File: config.mk
export PLATFORM = sky130hd
export DESIGN_NAME = gtd_div_cell
export DESIGN_NICKNAME = d
export VERILOG_FILES = /design/src/gtd_pkg.sv /design/src/gtd_div_cell.sv
export VERILOG_INCLUDE_DIRS = /design/src /design/src/src
export SDC_FILE = /design/constraint.sdc
export NUM_CORES = 1
export LEC_CHECK = 0
export ABC_CLOCK_PERIOD_IN_PS = 1230
export BUFFER_PORTS_ARGS = -buffer_cell sky130_fd_sc_hd__buf_2
export CAP_MARGIN = 25
export CORE_ASPECT_RATIO = 1.25
export CORE_MARGIN = 8
export CORE_UTILIZATION = 45
export CTS_CLUSTER_SIZE = 24
export DETAILED_ROUTE_END_ITERATION = 8
export GPL_TIMING_DRIVEN = 0
export PLACE_DENSITY = 0.77
export SKIP_CTS_REPAIR_TIMING = 1
export SYNTH_ARGS = -nofsm -noshare
export SYNTH_HDL_FRONTEND = slang
export SYNTH_SLANG_ARGS = --single-unit
File: constraint.sdc
create_clock -name clk -period 1.23 [get_ports clk]
set_clock_uncertainty 0.15 [all_clocks]
set_input_delay 0.0615 -clock clk [delete_from_list [all_inputs] [get_ports clk]]
set_output_delay 0.0615 -clock clk [all_outputs]
set_load 0.05 [all_outputs]
File: src/gelu_tanh_derivative_top_defines.svh
// Assertion helpers shared by the RTL files.
`ifndef GELU_TANH_DERIVATIVE_TOP_DEFINES_SVH
`define GELU_TANH_DERIVATIVE_TOP_DEFINES_SVH

// Same-cycle implication, sampled on clk, quiet during reset.
`define GTD_ASSERT_IMP(LBL, A, C) \
    LBL: assert property (@(posedge clk) disable iff (!rst_n) (A) |-> (C)) \
        else $error("%m: same-cycle check failed");

// Next-cycle implication, sampled on clk, quiet during reset.
`define GTD_ASSERT_NXT(LBL, A, C) \
    LBL: assert property (@(posedge clk) disable iff (!rst_n) (A) |=> (C)) \
        else $error("%m: next-cycle check failed");

`endif

File: src/gtd_pkg.sv
`default_nettype none
package gtd_pkg;

    localparam int SAMPLE_WIDTH = 16;
    localparam int IN_FRAC      = SAMPLE_WIDTH - 5;
    localparam int OUT_FRAC     = SAMPLE_WIDTH - 3;
    localparam int ZQ           = 20;
    localparam int YQ           = 24;
    localparam int EQ           = 30;
    localparam int ZSH          = ZQ - IN_FRAC;

    localparam int EXP_TERMS    = 12;
    localparam int DIV_BITS     = 30;

    // internal widths
    localparam int ZM_W   = SAMPLE_WIDTH + ZSH;
    localparam int ZZ_W   = 33;
    localparam int P1_W   = 29;
    localparam int P2_W   = 30;
    localparam int M1_W   = 33;
    localparam int M2_W   = 34;
    localparam int Y1_W   = 34;
    localparam int Y2_W   = 35;
    localparam int X_W    = 34;
    localparam int N_W    = 5;
    localparam int R_W    = 30;
    localparam int ACC_W  = 31;
    localparam int V_W    = 30;
    localparam int RCP_W  = 33;
    localparam int K_W    = 4;
    localparam int D_W    = 32;
    localparam int LO_W   = DIV_BITS;
    localparam int YT_W   = 30;

    localparam logic [20:0] K4      = 21'd1197135;
    localparam logic [21:0] K5      = 22'd3591405;
    localparam logic [24:0] KC      = 25'd26772563;
    localparam logic [29:0] LN2_Q30 = 30'd744261118;
    // floor(2^36 / LN2_Q30): quotient estimate for the range reduction
    localparam logic [6:0]  LN2_RCP = 7'd92;

    localparam logic [ACC_W-1:0] ONE_Q30 = ACC_W'(1) << EQ;

    typedef struct packed {
        logic signed [SAMPLE_WIDTH-1:0] z_sample;
        logic                           last_in;
    } in_t;

    typedef struct packed {
        logic signed [SAMPLE_WIDTH-1:0] derivative;
        logic                           last_out;
    } out_t;

    // Per-sample data that rides along the cell chains.
    typedef struct packed {
        logic            last;
        logic            neg;
        logic            sat;
        logic [YT_W-1:0] y2m;
        logic [N_W-1:0]  n;
    } side_t;

    // floor(2^32 / k) for the Horner divisors 1..12
    function automatic logic [RCP_W-1:0] exp_rcp(input logic [K_W-1:0] k);
        logic [RCP_W-1:0] m;
        case (k)
            4'd1:    m = 33'd4294967296;
            4'd2:    m = 33'd2147483648;
            4'd3:    m = 33'd1431655765;
            4'd4:    m = 33'd1073741824;
            4'd5:    m = 33'd858993459;
            4'd6:    m = 33'd715827882;
            4'd7:    m = 33'd613566756;
            4'd8:    m = 33'd536870912;
            4'd9:    m = 33'd477218588;
            4'd10:   m = 33'd429496729;
            4'd11:   m = 33'd390451572;
            4'd12:   m = 33'd357913941;
            default: m = 33'd0;
        endcase
        return m;
    endfunction

endpackage
`default_nettype wire

File: src/gtd_div_cell.sv
`default_nettype none
`include "gelu_tanh_derivative_top_defines.svh"
module gtd_div_cell (
    input  wire logic                        clk,
    input  wire logic                        rst_n,
    input  wire logic                        valid_in,
    input  wire gtd_pkg::side_t              side_in,
    input  wire logic [gtd_pkg::D_W-1:0]     d_in,
    input  wire logic [gtd_pkg::D_W-1:0]     rem_in,
    input  wire logic [gtd_pkg::LO_W-1:0]    quo_in,
    output logic                             valid_out,
    output gtd_pkg::side_t                   side_out,
    output logic [gtd_pkg::D_W-1:0]          d_out,
    output logic [gtd_pkg::D_W-1:0]          rem_out,
    output logic [gtd_pkg::LO_W-1:0]         quo_out
);

    localparam int RW = gtd_pkg::D_W + 1;

    logic                         valid_reg;
    gtd_pkg::side_t               side_reg;
    logic [gtd_pkg::D_W-1:0]      d_reg;
    logic [gtd_pkg::D_W-1:0]      rem_reg;
    logic [gtd_pkg::LO_W-1:0]     quo_reg;

    logic [RW-1:0]                rem2;
    logic                         ge;
    logic [gtd_pkg::D_W-1:0]      rem_next;
    logic [gtd_pkg::LO_W-1:0]     quo_next;

    // one restoring step: shift, trial subtract, keep the quotient bit
    assign rem2     = {rem_in, 1'b0};
    assign ge       = rem2 >= RW'(d_in);
    assign rem_next = ge ? gtd_pkg::D_W'(rem2 - RW'(d_in)) : gtd_pkg::D_W'(rem2);
    assign quo_next = {quo_in[gtd_pkg::LO_W-2:0], ge};

    always_ff @(posedge clk or negedge rst_n)
    begin
        if (!rst_n)
            valid_reg <= 1'b0;
        else
            valid_reg <= valid_in;
    end

    always_ff @(posedge clk)
    begin
        side_reg <= side_in;
        d_reg    <= d_in;
        rem_reg  <= rem_next;
        quo_reg  <= quo_next;
    end

    assign valid_out = valid_reg;
    assign side_out  = side_reg;
    assign d_out     = d_reg;
    assign rem_out   = rem_reg;
    assign quo_out   = quo_reg;

    `GTD_ASSERT_IMP(a_rem_below_divisor, valid_in && rem_in < d_in, 1'b1 && rem_next < d_in)

endmodule
`default_nettype wire
==> run_results.csv <==
group,metric,value,unit
logic_synthesis,syn-num-nets,621,
logic_synthesis,synth-edff-count,0,
cts,path_clk_slew,60,ps
logic_synthesis,synthArstFlopShare,0.00752,
sta,min_period,2600,ps
drt,first_pass_iters,5,
power,powerDensity,1570,nW/um^2
drt,via_per_inst,5.19,
flow_run,maxCapViolCount,0,
final_layout,area_growth,77.0,%
power,p_sw,5.05,mW
grt,grt_max_degree,17,
final_layout,layout-drive-gt1-share,0.434,
worst_setup_path,slowest_stage,"or4b_4",
logic_synthesis,yosysTopAreaCell,"dfxtp_1",
power,fin_total_pwr,14.1,mW
run_status,outcome,"complete, but fails checks",
drt,drt_iter0_markers,313,
floorplan,initial_utilization,0.459,
worst_setup_path,critPathBufInv,4,
worst_setup_path,worstPathCellList,"buf_6, ha_4, a211oi_4, nor2_2, or4b_4, o2111ai_4, a21oi_4, o21ai_4, and3_4, buf_12, inv_12, clkbuf_16, mux2_4",
power,internal_power,9.08,mW
logic_synthesis,synthTopCellsByCount,"132 x dfxtp_1, 35 x inv_1, 32 x ha_1",
worst_setup_path,critPathMaxStageDelay,580,ps
cts,cts_sinks,133,
run_status,violations,"negative hold slack, negative setup slack",
floorplan,die_area,15000,sq um
drt,wl,21.6,mm
grt,grt_pass1_vias,4793,
floorplan,die_x,111,microns
logic_synthesis,synth_most_common_cell,"dfxtp_1",
power,p_comb_frac,0.307,
grt,gr-total-overflow,0,
sta,setup_slack,-1370,ps
sta,finalHoldViolations,5,
logic_synthesis,yosysUniqueCellTypes,57,
sta,tightestPinTransition,595,ps
min_path,min_path_type,"input port to flop",
cts,clockRootBuffer,"clkbuf_16",
placed_design,gp_congestion,0.877,
logic_synthesis,synthTopCellsByArea,"dfxtp_1 52%, ha_1 7.9%, mux2_4 5.6%",
power,swShare,0.357,
sta,slew_viol_final,0,
cts,cts_buffers,17,
final_layout,final_util,0.812,
worst_setup_path,crit_fanout,11,
sta,fmaxAchievable,385,MHz
logic_synthesis,ys_warn_count,0,
floorplan,core_area,11100,sq um
placed_design,portBuffers,266,
drt,postRouteAntennaNets,0,
placed_design,dp_slack,-1820,ps
floorplan,rows,43,
worst_setup_path,critPathTopFamily,"simple AND/OR/NAND/NOR gates",
worst_setup_path,worstPathRequired,1380,ps
worst_setup_path,crit_path_end_kind,"flop",
logic_synthesis,ys.flop_type,"dfxtp_1",
sta,rsz0062_at_grt,"yes",
logic_synthesis,ys_seq_area_frac,0.525,
logic_synthesis,netlist_instances,453,
sta,setup_violations,46,
placed_design,post-dp-hpwl,13.0,mm
power,p_seq_frac,0.343,
cts,cts_tree,"yes",
grt,grtUsageTotal,0.203,
final_layout,final_nets,1047,
sta,hold_ws,-353,ps
logic_synthesis,ys_seq_elements,133,
power,leakage,4.35,nW
grt,grt_pass1_wl,24.1,mm
cts,h-tree-depth,4,
sta,tns,-42280,ps
logic_synthesis,synth.cell_area,5080,sq um
cts,clock_path_buffers,2,
power,ir_drop,0.00102,V
drt,vias,5333,
worst_setup_path,crit_type,"input port to flop",
drt,drc,0,
sta,slew_headroom,0.600,
logic_synthesis,synthDominantCellAreaShare,0.520,
logic_synthesis,avgSynthCellArea,11.2,sq um
sta,finalCritPeriodShare,2.11,
worst_setup_path,critPathArrivalTime,2750,ps
floorplan,ioPinCount,268,
power,clockPowerShare,0.350,
grt,antenna_found_initial,2,
drt,wl_per_cell,21.0,microns
worst_setup_path,start_kind,"input port",
floorplan,fp.dieH,135,microns
routing by layer:
| metal | vias to the layer above | wire, microns | global-route usage |
|---|---|---|---|
| met5 | - | 20 | 0 |
| met4 | 2 | 602 | 0.0757 |
| met3 | 55 | 1780 | 0.0883 |
| met2 | 289 | 11700 | 0.387 |
| met1 | 2543 | 7440 | 0.184 |
| li1 | 2444 | - | - |
flip-flops by register name, indices dropped and copies added, names as in the netlist:
name,flops
side_out,38
quo_out,30
valid_out,1
d_out,32
rem_out,32
per-stage QoR:
step                      instances  instance area (sq um)
after floorplan                 453                   5220
after global placement          854                   6720
after detailed placement        854                   6720
after CTS                       886                   7290
after global routing           1028                   9000
final                          1028                   9000
final cells by class:
class | count | area (sq um)
repair buffers | 410 | 2870
flip-flops and latches | 133 | 2670
multi-input cells | 271 | 2430
fillers | 646 | 2080
clock buffers | 18 | 439
well taps | 135 | 169
inverters | 36 | 160
clock inverters | 14 | 134
plain buffers | 10 | 130
diodes | 1 | 2.50
cell families after synthesis:
logic type,share of synthesized area
buffers and inverters,0.0472
multiplexers,0.0778
flip-flops,0.525
adder cells (fa/ha/maj),0.0827
XOR/XNOR,0.0431
AND/OR/NAND/NOR,0.0864
AO/OA/AOI/OAI,0.138
layout by cell type (no fill, tap or decap), types with 3 or more instances in the layout:
cell / instances
a21boi_0: 3
a21o_1: 15
a21oi_1: 22
a31oi_1: 4
and2_1: 4
buf_12: 4
buf_2: 235
buf_4: 9
buf_6: 4
buf_8: 3
clkbuf_16: 18
clkbuf_4: 31
clkinvlp_4: 3
dfxtp_1: 132
dlygate4sd3_1: 131
ha_1: 20
ha_2: 4
ha_4: 8
inv_1: 34
inv_6: 5
inv_8: 3
mux2_2: 8
mux2_4: 19
nand2_1: 15
nand2b_1: 3
nand3_1: 6
nand4_1: 12
nor2_1: 16
nor2b_1: 4
nor3_1: 3
o211ai_1: 4
o21a_1: 5
o21ai_0: 17
o21ai_4: 3
o31ai_1: 4
xnor2_1: 14
xor2_1: 11
path summary, 6_finish.rpt:
kind	from	end	slack, ps	cells past startpoint
min	d_in[1]	d_out[1]	-350	1
min in group asynchronous	rst_n	valid_out	350	3
max in group asynchronous	rst_n	valid_out	470	3
max	rem_in[9]	rem_out[25]	-1370	13
power by group through the flow:
stage	sequential (mW)	combinational (mW)	clock, mW
4_1_cts	4.81	3.67	4.93
2_1_floorplan	6.36	1.26	0
3_5_place_dp	4.90	3.65	0
5_1_grt	4.87	4.54	5.17
3_3_place_gp	4.89	3.62	0
6_report	4.84	4.34	4.95
Power figures use the tool's default switching activity.
