<file path="config.mk">
export PLATFORM = sky130hd
export DESIGN_NAME = gtd_exp_cell
export DESIGN_NICKNAME = d
export VERILOG_FILES = /design/src/gtd_pkg.sv /design/src/gtd_exp_cell.sv
export VERILOG_INCLUDE_DIRS = /design/src /design/src/src
export SDC_FILE = /design/constraint.sdc
export NUM_CORES = 2
export LEC_CHECK = 0
export BUFFER_PORTS_ARGS = -buffer_cell sky130_fd_sc_hd__buf_2
export CORE_MARGIN = 2
export CORE_UTILIZATION = 70
export CTS_CLUSTER_SIZE = 12
export DETAILED_ROUTE_END_ITERATION = 8
export GPL_TIMING_DRIVEN = 0
export PLACE_DENSITY = 0.88
export SYNTH_ARGS = -nofsm -noshare
export SYNTH_HDL_FRONTEND = slang
export SYNTH_SLANG_ARGS = --single-unit
</file>
<file path="constraint.sdc">
create_clock -name clk -period 14.98 [get_ports clk]
set_clock_uncertainty 0.15 [all_clocks]
set_input_delay 0 -clock clk [delete_from_list [all_inputs] [get_ports clk]]
set_output_delay 0 -clock clk [all_outputs]
set_load 0.02 [all_outputs]
</file>
<file path="src/gelu_tanh_derivative_top_defines.svh">
// Assertion helpers shared by the RTL files.
`ifndef GELU_TANH_DERIVATIVE_TOP_DEFINES_SVH
`define GELU_TANH_DERIVATIVE_TOP_DEFINES_SVH

// Same-cycle implication, sampled on clk, quiet during reset.
`define GTD_ASSERT_IMP(LBL, A, C) \
    LBL: assert property (@(posedge clk) disable iff (!rst_n) (A) |-> (C)) \
        else $error("%m: same-cycle check failed");

// Next-cycle implication, sampled on clk, quiet during reset.
`define GTD_ASSERT_NXT(LBL, A, C) \
    LBL: assert property (@(posedge clk) disable iff (!rst_n) (A) |=> (C)) \
        else $error("%m: next-cycle check failed");

`endif

</file>
<file path="src/gtd_pkg.sv">
`default_nettype none
package gtd_pkg;

    localparam int SAMPLE_WIDTH = 16;
    localparam int IN_FRAC      = SAMPLE_WIDTH - 5;
    localparam int OUT_FRAC     = SAMPLE_WIDTH - 3;
    localparam int ZQ           = 20;
    localparam int YQ           = 24;
    localparam int EQ           = 30;
    localparam int ZSH          = ZQ - IN_FRAC;

    localparam int EXP_TERMS    = 12;
    localparam int DIV_BITS     = 30;

    // internal widths
    localparam int ZM_W   = SAMPLE_WIDTH + ZSH;
    localparam int ZZ_W   = 33;
    localparam int P1_W   = 29;
    localparam int P2_W   = 30;
    localparam int M1_W   = 33;
    localparam int M2_W   = 34;
    localparam int Y1_W   = 34;
    localparam int Y2_W   = 35;
    localparam int X_W    = 34;
    localparam int N_W    = 5;
    localparam int R_W    = 30;
    localparam int ACC_W  = 31;
    localparam int V_W    = 30;
    localparam int RCP_W  = 33;
    localparam int K_W    = 4;
    localparam int D_W    = 32;
    localparam int LO_W   = DIV_BITS;
    localparam int YT_W   = 30;

    localparam logic [20:0] K4      = 21'd1197135;
    localparam logic [21:0] K5      = 22'd3591405;
    localparam logic [24:0] KC      = 25'd26772563;
    localparam logic [29:0] LN2_Q30 = 30'd744261118;
    // floor(2^36 / LN2_Q30): quotient estimate for the range reduction
    localparam logic [6:0]  LN2_RCP = 7'd92;

    localparam logic [ACC_W-1:0] ONE_Q30 = ACC_W'(1) << EQ;

    typedef struct packed {
        logic signed [SAMPLE_WIDTH-1:0] z_sample;
        logic                           last_in;
    } in_t;

    typedef struct packed {
        logic signed [SAMPLE_WIDTH-1:0] derivative;
        logic                           last_out;
    } out_t;

    // Per-sample data that rides along the cell chains.
    typedef struct packed {
        logic            last;
        logic            neg;
        logic            sat;
        logic [YT_W-1:0] y2m;
        logic [N_W-1:0]  n;
    } side_t;

    // floor(2^32 / k) for the Horner divisors 1..12
    function automatic logic [RCP_W-1:0] exp_rcp(input logic [K_W-1:0] k);
        logic [RCP_W-1:0] m;
        case (k)
            4'd1:    m = 33'd4294967296;
            4'd2:    m = 33'd2147483648;
            4'd3:    m = 33'd1431655765;
            4'd4:    m = 33'd1073741824;
            4'd5:    m = 33'd858993459;
            4'd6:    m = 33'd715827882;
            4'd7:    m = 33'd613566756;
            4'd8:    m = 33'd536870912;
            4'd9:    m = 33'd477218588;
            4'd10:   m = 33'd429496729;
            4'd11:   m = 33'd390451572;
            4'd12:   m = 33'd357913941;
            default: m = 33'd0;
        endcase
        return m;
    endfunction

endpackage
`default_nettype wire

</file>
<file path="src/gtd_exp_cell.sv">
`default_nettype none
`include "gelu_tanh_derivative_top_defines.svh"
module gtd_exp_cell (
    input  wire logic                         clk,
    input  wire logic                         rst_n,
    input  wire logic [gtd_pkg::K_W-1:0]      k,
    input  wire logic                         valid_in,
    input  wire gtd_pkg::side_t               side_in,
    input  wire logic [gtd_pkg::R_W-1:0]      r_in,
    input  wire logic [gtd_pkg::ACC_W-1:0]    acc_in,
    output logic                              valid_out,
    output gtd_pkg::side_t                    side_out,
    output logic [gtd_pkg::R_W-1:0]           r_out,
    output logic [gtd_pkg::ACC_W-1:0]         acc_out
);

    localparam int PA_W = gtd_pkg::R_W + gtd_pkg::ACC_W;
    localparam int PB_W = gtd_pkg::V_W + gtd_pkg::RCP_W;
    localparam int QK_W = gtd_pkg::V_W + gtd_pkg::K_W;

    // stage a: r * acc
    logic                       a_valid_reg;
    gtd_pkg::side_t             a_side_reg;
    logic [gtd_pkg::R_W-1:0]    a_r_reg;
    logic [gtd_pkg::V_W-1:0]    a_v_reg;
    logic [PA_W-1:0]            a_prod;
    logic [gtd_pkg::V_W-1:0]    a_v_next;

    assign a_prod   = PA_W'(r_in) * PA_W'(acc_in);
    assign a_v_next = gtd_pkg::V_W'(a_prod >> gtd_pkg::EQ);

    // stage b: quotient estimate by reciprocal
    logic                       b_valid_reg;
    gtd_pkg::side_t             b_side_reg;
    logic [gtd_pkg::R_W-1:0]    b_r_reg;
    logic [gtd_pkg::V_W-1:0]    b_v_reg;
    logic [gtd_pkg::V_W-1:0]    b_q0_reg;
    logic [PB_W-1:0]            b_prod;
    logic [gtd_pkg::V_W-1:0]    b_q0_next;

    assign b_prod    = PB_W'(a_v_reg) * PB_W'(gtd_pkg::exp_rcp(k));
    assign b_q0_next = gtd_pkg::V_W'(b_prod >> 32);

    // stage c: correct by one and step the Horner accumulator
    logic                       c_valid_reg;
    gtd_pkg::side_t             c_side_reg;
    logic [gtd_pkg::R_W-1:0]    c_r_reg;
    logic [gtd_pkg::ACC_W-1:0]  c_acc_reg;
    logic [QK_W-1:0]            c_rem;
    logic [gtd_pkg::V_W-1:0]    c_q;
    logic [gtd_pkg::ACC_W-1:0]  c_acc_next;

    assign c_rem      = QK_W'(b_v_reg) - QK_W'(b_q0_reg) * QK_W'(k);
    assign c_q        = (c_rem >= QK_W'(k)) ? b_q0_reg + gtd_pkg::V_W'(1) : b_q0_reg;
    assign c_acc_next = gtd_pkg::ONE_Q30 - gtd_pkg::ACC_W'(c_q);

    always_ff @(posedge clk or negedge rst_n)
    begin
        if (!rst_n)
        begin
            a_valid_reg <= 1'b0;
            b_valid_reg <= 1'b0;
            c_valid_reg <= 1'b0;
        end
        else
        begin
            a_valid_reg <= valid_in;
            b_valid_reg <= a_valid_reg;
            c_valid_reg <= b_valid_reg;
        end
    end

    always_ff @(posedge clk)
    begin
        a_side_reg <= side_in;
        a_r_reg    <= r_in;
        a_v_reg    <= a_v_next;
        b_side_reg <= a_side_reg;
        b_r_reg    <= a_r_reg;
        b_v_reg    <= a_v_reg;
        b_q0_reg   <= b_q0_next;
        c_side_reg <= b_side_reg;
        c_r_reg    <= b_r_reg;
        c_acc_reg  <= c_acc_next;
    end

    assign valid_out = c_valid_reg;
    assign side_out  = c_side_reg;
    assign r_out     = c_r_reg;
    assign acc_out   = c_acc_reg;

    `GTD_ASSERT_IMP(a_acc_range, c_valid_reg,
        c_acc_reg != '0 && c_acc_reg <= gtd_pkg::ONE_Q30)

endmodule
`default_nettype wire

</file>
==> results.md <==
* Skew-Pair Late Insertion Delay at 660 ps
* Core Area at 100000 sq um
* Share of layout cells above drive strength 1 at 3.60%
* Num rows at 116
* Post-synthesis cell area at 70900 sq um
* Yosys top cell area share at 48.9%
* Levels on crit path at 36
* CP endpoint kind: flip-flop
* Die Y at 322 um
* Final setup violation count at 0
* Port Buffer Count at 177
* Crit path buffers/inverters at 10
* Starting Density at 70.7%
* Most frequent cells after synthesis: inv_1 (1858), fa_1 (1733), nand2_1 (1168)
* Die width at 322 um
* Maxcap violations at 10
* Die area at 104000 sq um
* Slowest stage delay, CP at 1070 ps
* Post-DR wirelength/cell at 29.1 um
* Seq/Total Area, Yosys at 9.28%
* Area taken by multi-input logic gates at 55900 sq um
* Slowest-stage cell, CP: clkbuf_1
* Vias in the first global route at 62800
* DR iter-0 viols at 7432
* Vias at 58400
* Most numerous cell in the Yosys netlist: inv_1
* Post-synthesis register bit count at 328
* Global-route wire length before repair at 396000 um
* Via density at 6.26
* Worst Max-Slew Pin Slew at 1680 ps
* CTS Buffer Depth at 3
* R2r worst-path depth at 27
* Max Slew Vio Count at 97
* Nets at 10300
* Worst Path Required at 15390 ps
* Post-synth top flop: dfxtp_1
* Fin area at 76200 sq um
* Post-DP Area at 73500 sq um
* DP HPWL at 212000 um
* CTS buffer count at 40
* Fin. Hold Viols at 0
* Cell depth of the worst min-delay path at 2
* Crit path kind: in -> reg
* Startpoint class of the critical path: input port
* Final WS setup at 374 ps
* Status: complete, but fails checks
* CTS Sinks at 328
* I/O Pins at 206
* Clock slew at reported path FFs at 60 ps
* Post_cts resized at 0
* Most frequent CP cell: fa_1
* Placer Congestion at 1.12
* Fillers at 6794
* Clk root buf: clkbuf_16
* Area growth from synthesis to layout at 7.50%
* Worst Hold Class: in -> reg
* RSZ-0062 raised after global routing: false
* Synth cell types at 92
* Max Fanout on Critical Path at 11
* Largest area contributor in the netlist: fa_1
* Pre-CTS setup slack at 1050 ps
* Htree depth at 2
* Final Core Density at 76.0%
* CP top delay family: compound AO/OA/AOI/OAI gates
* CP arrival at 15020 ps
* Total Wirelength at 272000 um
* Ys async rst share at 0.915%
* Largest net degree at the start of global routing at 14
* Gate Count Post-Synth at 7558
* Tmin final at 14610 ps
* Sequential cell area at 6580 sq um
* Syn nets at 9944
* Drt first pass iters at 9
* GRT Residual Overflow at 0
* Remaining DRCs at 0
* Initial antenna violation count at 41
* Final setup TNS at 0 ps
* Post-route ant nets at 0
* Syn Area/Cell at 9.38 sq um
* Gr usage total at 53.9%
* Synth area leaders: fa_1 (49%), inv_1 (9.8%), ha_1 (9.7%)
* Fmax at 68.5 MHz
* Violated checks: max-capacitance violations, max-slew violations
* CTS tree: yes
* Post-synth EDFFs at 0
* Final period util at 97.5%
* Relative slew slack at -12.0%
* Ys Warns at 0
-- worst register-to-register path: stages (launching register included) --
cell	delay [ps]
dfxtp_1	910
clkbuf_1	830
clkbuf_1	680
nand2_1	170
fa_1	580
fa_1	550
inv_1	50
fa_1	730
fa_1	520
fa_1	560
fa_1	460
fa_1	520
fa_1	420
ha_1	350
a21o_1	180
a21o_1	170
a221oi_1	260
a31oi_1	130
a211oi_1	990
o21ai_0	810
a41oi_1	1040
o21ai_0	310
a21oi_1	490
o21ai_0	340
nand4_1	210
a31oi_1	130
a21oi_1	240
xnor2_1	140
-- cell families after synthesis --
group / count (synthesis) / synth area share, %
flip-flops: 328 / 9.28
AND/OR/NAND/NOR: 2157 / 14.4
buffers and inverters: 2238 / 11.9
XOR/XNOR: 144 / 1.79
adder cells (fa/ha/maj): 2280 / 58.6
AO/OA/AOI/OAI: 393 / 3.78
multiplexers: 18 / 0.277
-- worst paths after layout --
check	startpoint	end	slack, ps
max	k[0]	b_q0_reg[29]	370
min	r_in[3]	a_r_reg[3]	20
max reg2reg	a_v_reg[17]	b_q0_reg[29]	2000
min reg2reg	a_side_reg[8]	b_side_reg[8]	170
max in group asynchronous	rst_n	b_valid_reg	14400
min in group asynchronous	rst_n	valid_out	80
-- per-layer routing --
layer	global-route usage, %	wire, um	vias up
met5	2.92	648	-
met4	46.1	30800	40
met3	24.8	42900	1758
met2	77.6	112000	5218
met1	60.6	85200	28700
li1	-	-	22700
-- per-stage QoR --
stage,hold WS (ps),std cells
global route,13.8,9302
CTS,3.53,9290
global placement,-355,9092
detailed placement,-347,9092
finish,24.0,9332
floorplan,-446,7558
-- cell type report --
type / instances / area share [%]
Antenna cell: 39 / 0.128
Buffer: 380 / 1.90
Clock buffer: 53 / 1.44
Clock inverter: 16 / 0.258
Inverter: 1858 / 9.15
Multi-Input combinational cell: 4992 / 73.3
Sequential cell: 328 / 8.64
Tap cell: 1357 / 2.23
Timing Repair Buffer: 309 / 2.92
-- layout by cell type (no fill, tap or decap), drive strengths merged, types with 7 or more instances in the layout --
cell | netlist | final
o21a | 23 | 23
nand3 | 50 | 50
fa | 1733 | 1733
o21ai | 68 | 68
a211oi | 12 | 12
xor2 | 47 | 47
mux2i | 14 | 14
o21bai | 9 | 9
and3 | 41 | 41
dlygate4sd3 | 0 | 131
nand4 | 35 | 35
inv | 1858 | 1862
o2111ai | 7 | 7
xnor2 | 97 | 97
dfxtp | 325 | 325
nor2 | 138 | 138
or3 | 13 | 13
a31oi | 10 | 10
a21oi | 103 | 103
o31ai | 7 | 7
clkbuf | 366 | 419
nor3 | 39 | 39
diode | 0 | 39
nor2b | 18 | 18
buf | 14 | 192
nand2b | 18 | 18
o211ai | 20 | 20
clkinv | 0 | 7
nand2 | 1169 | 1169
a21boi | 8 | 8
ha | 547 | 547
nor4 | 10 | 10
a21o | 65 | 65
and2 | 586 | 586
-- timing repair --
action	CTS	global route
buffers inserted	0	0
hold buffers	129	2
endpoints found under the hold margin	72	2
setup endpoints to repair	0	0
Power is left out: the tool's default activity adds up to more than one toggle a clock period on the data nets, which glitch-free logic cannot reach.
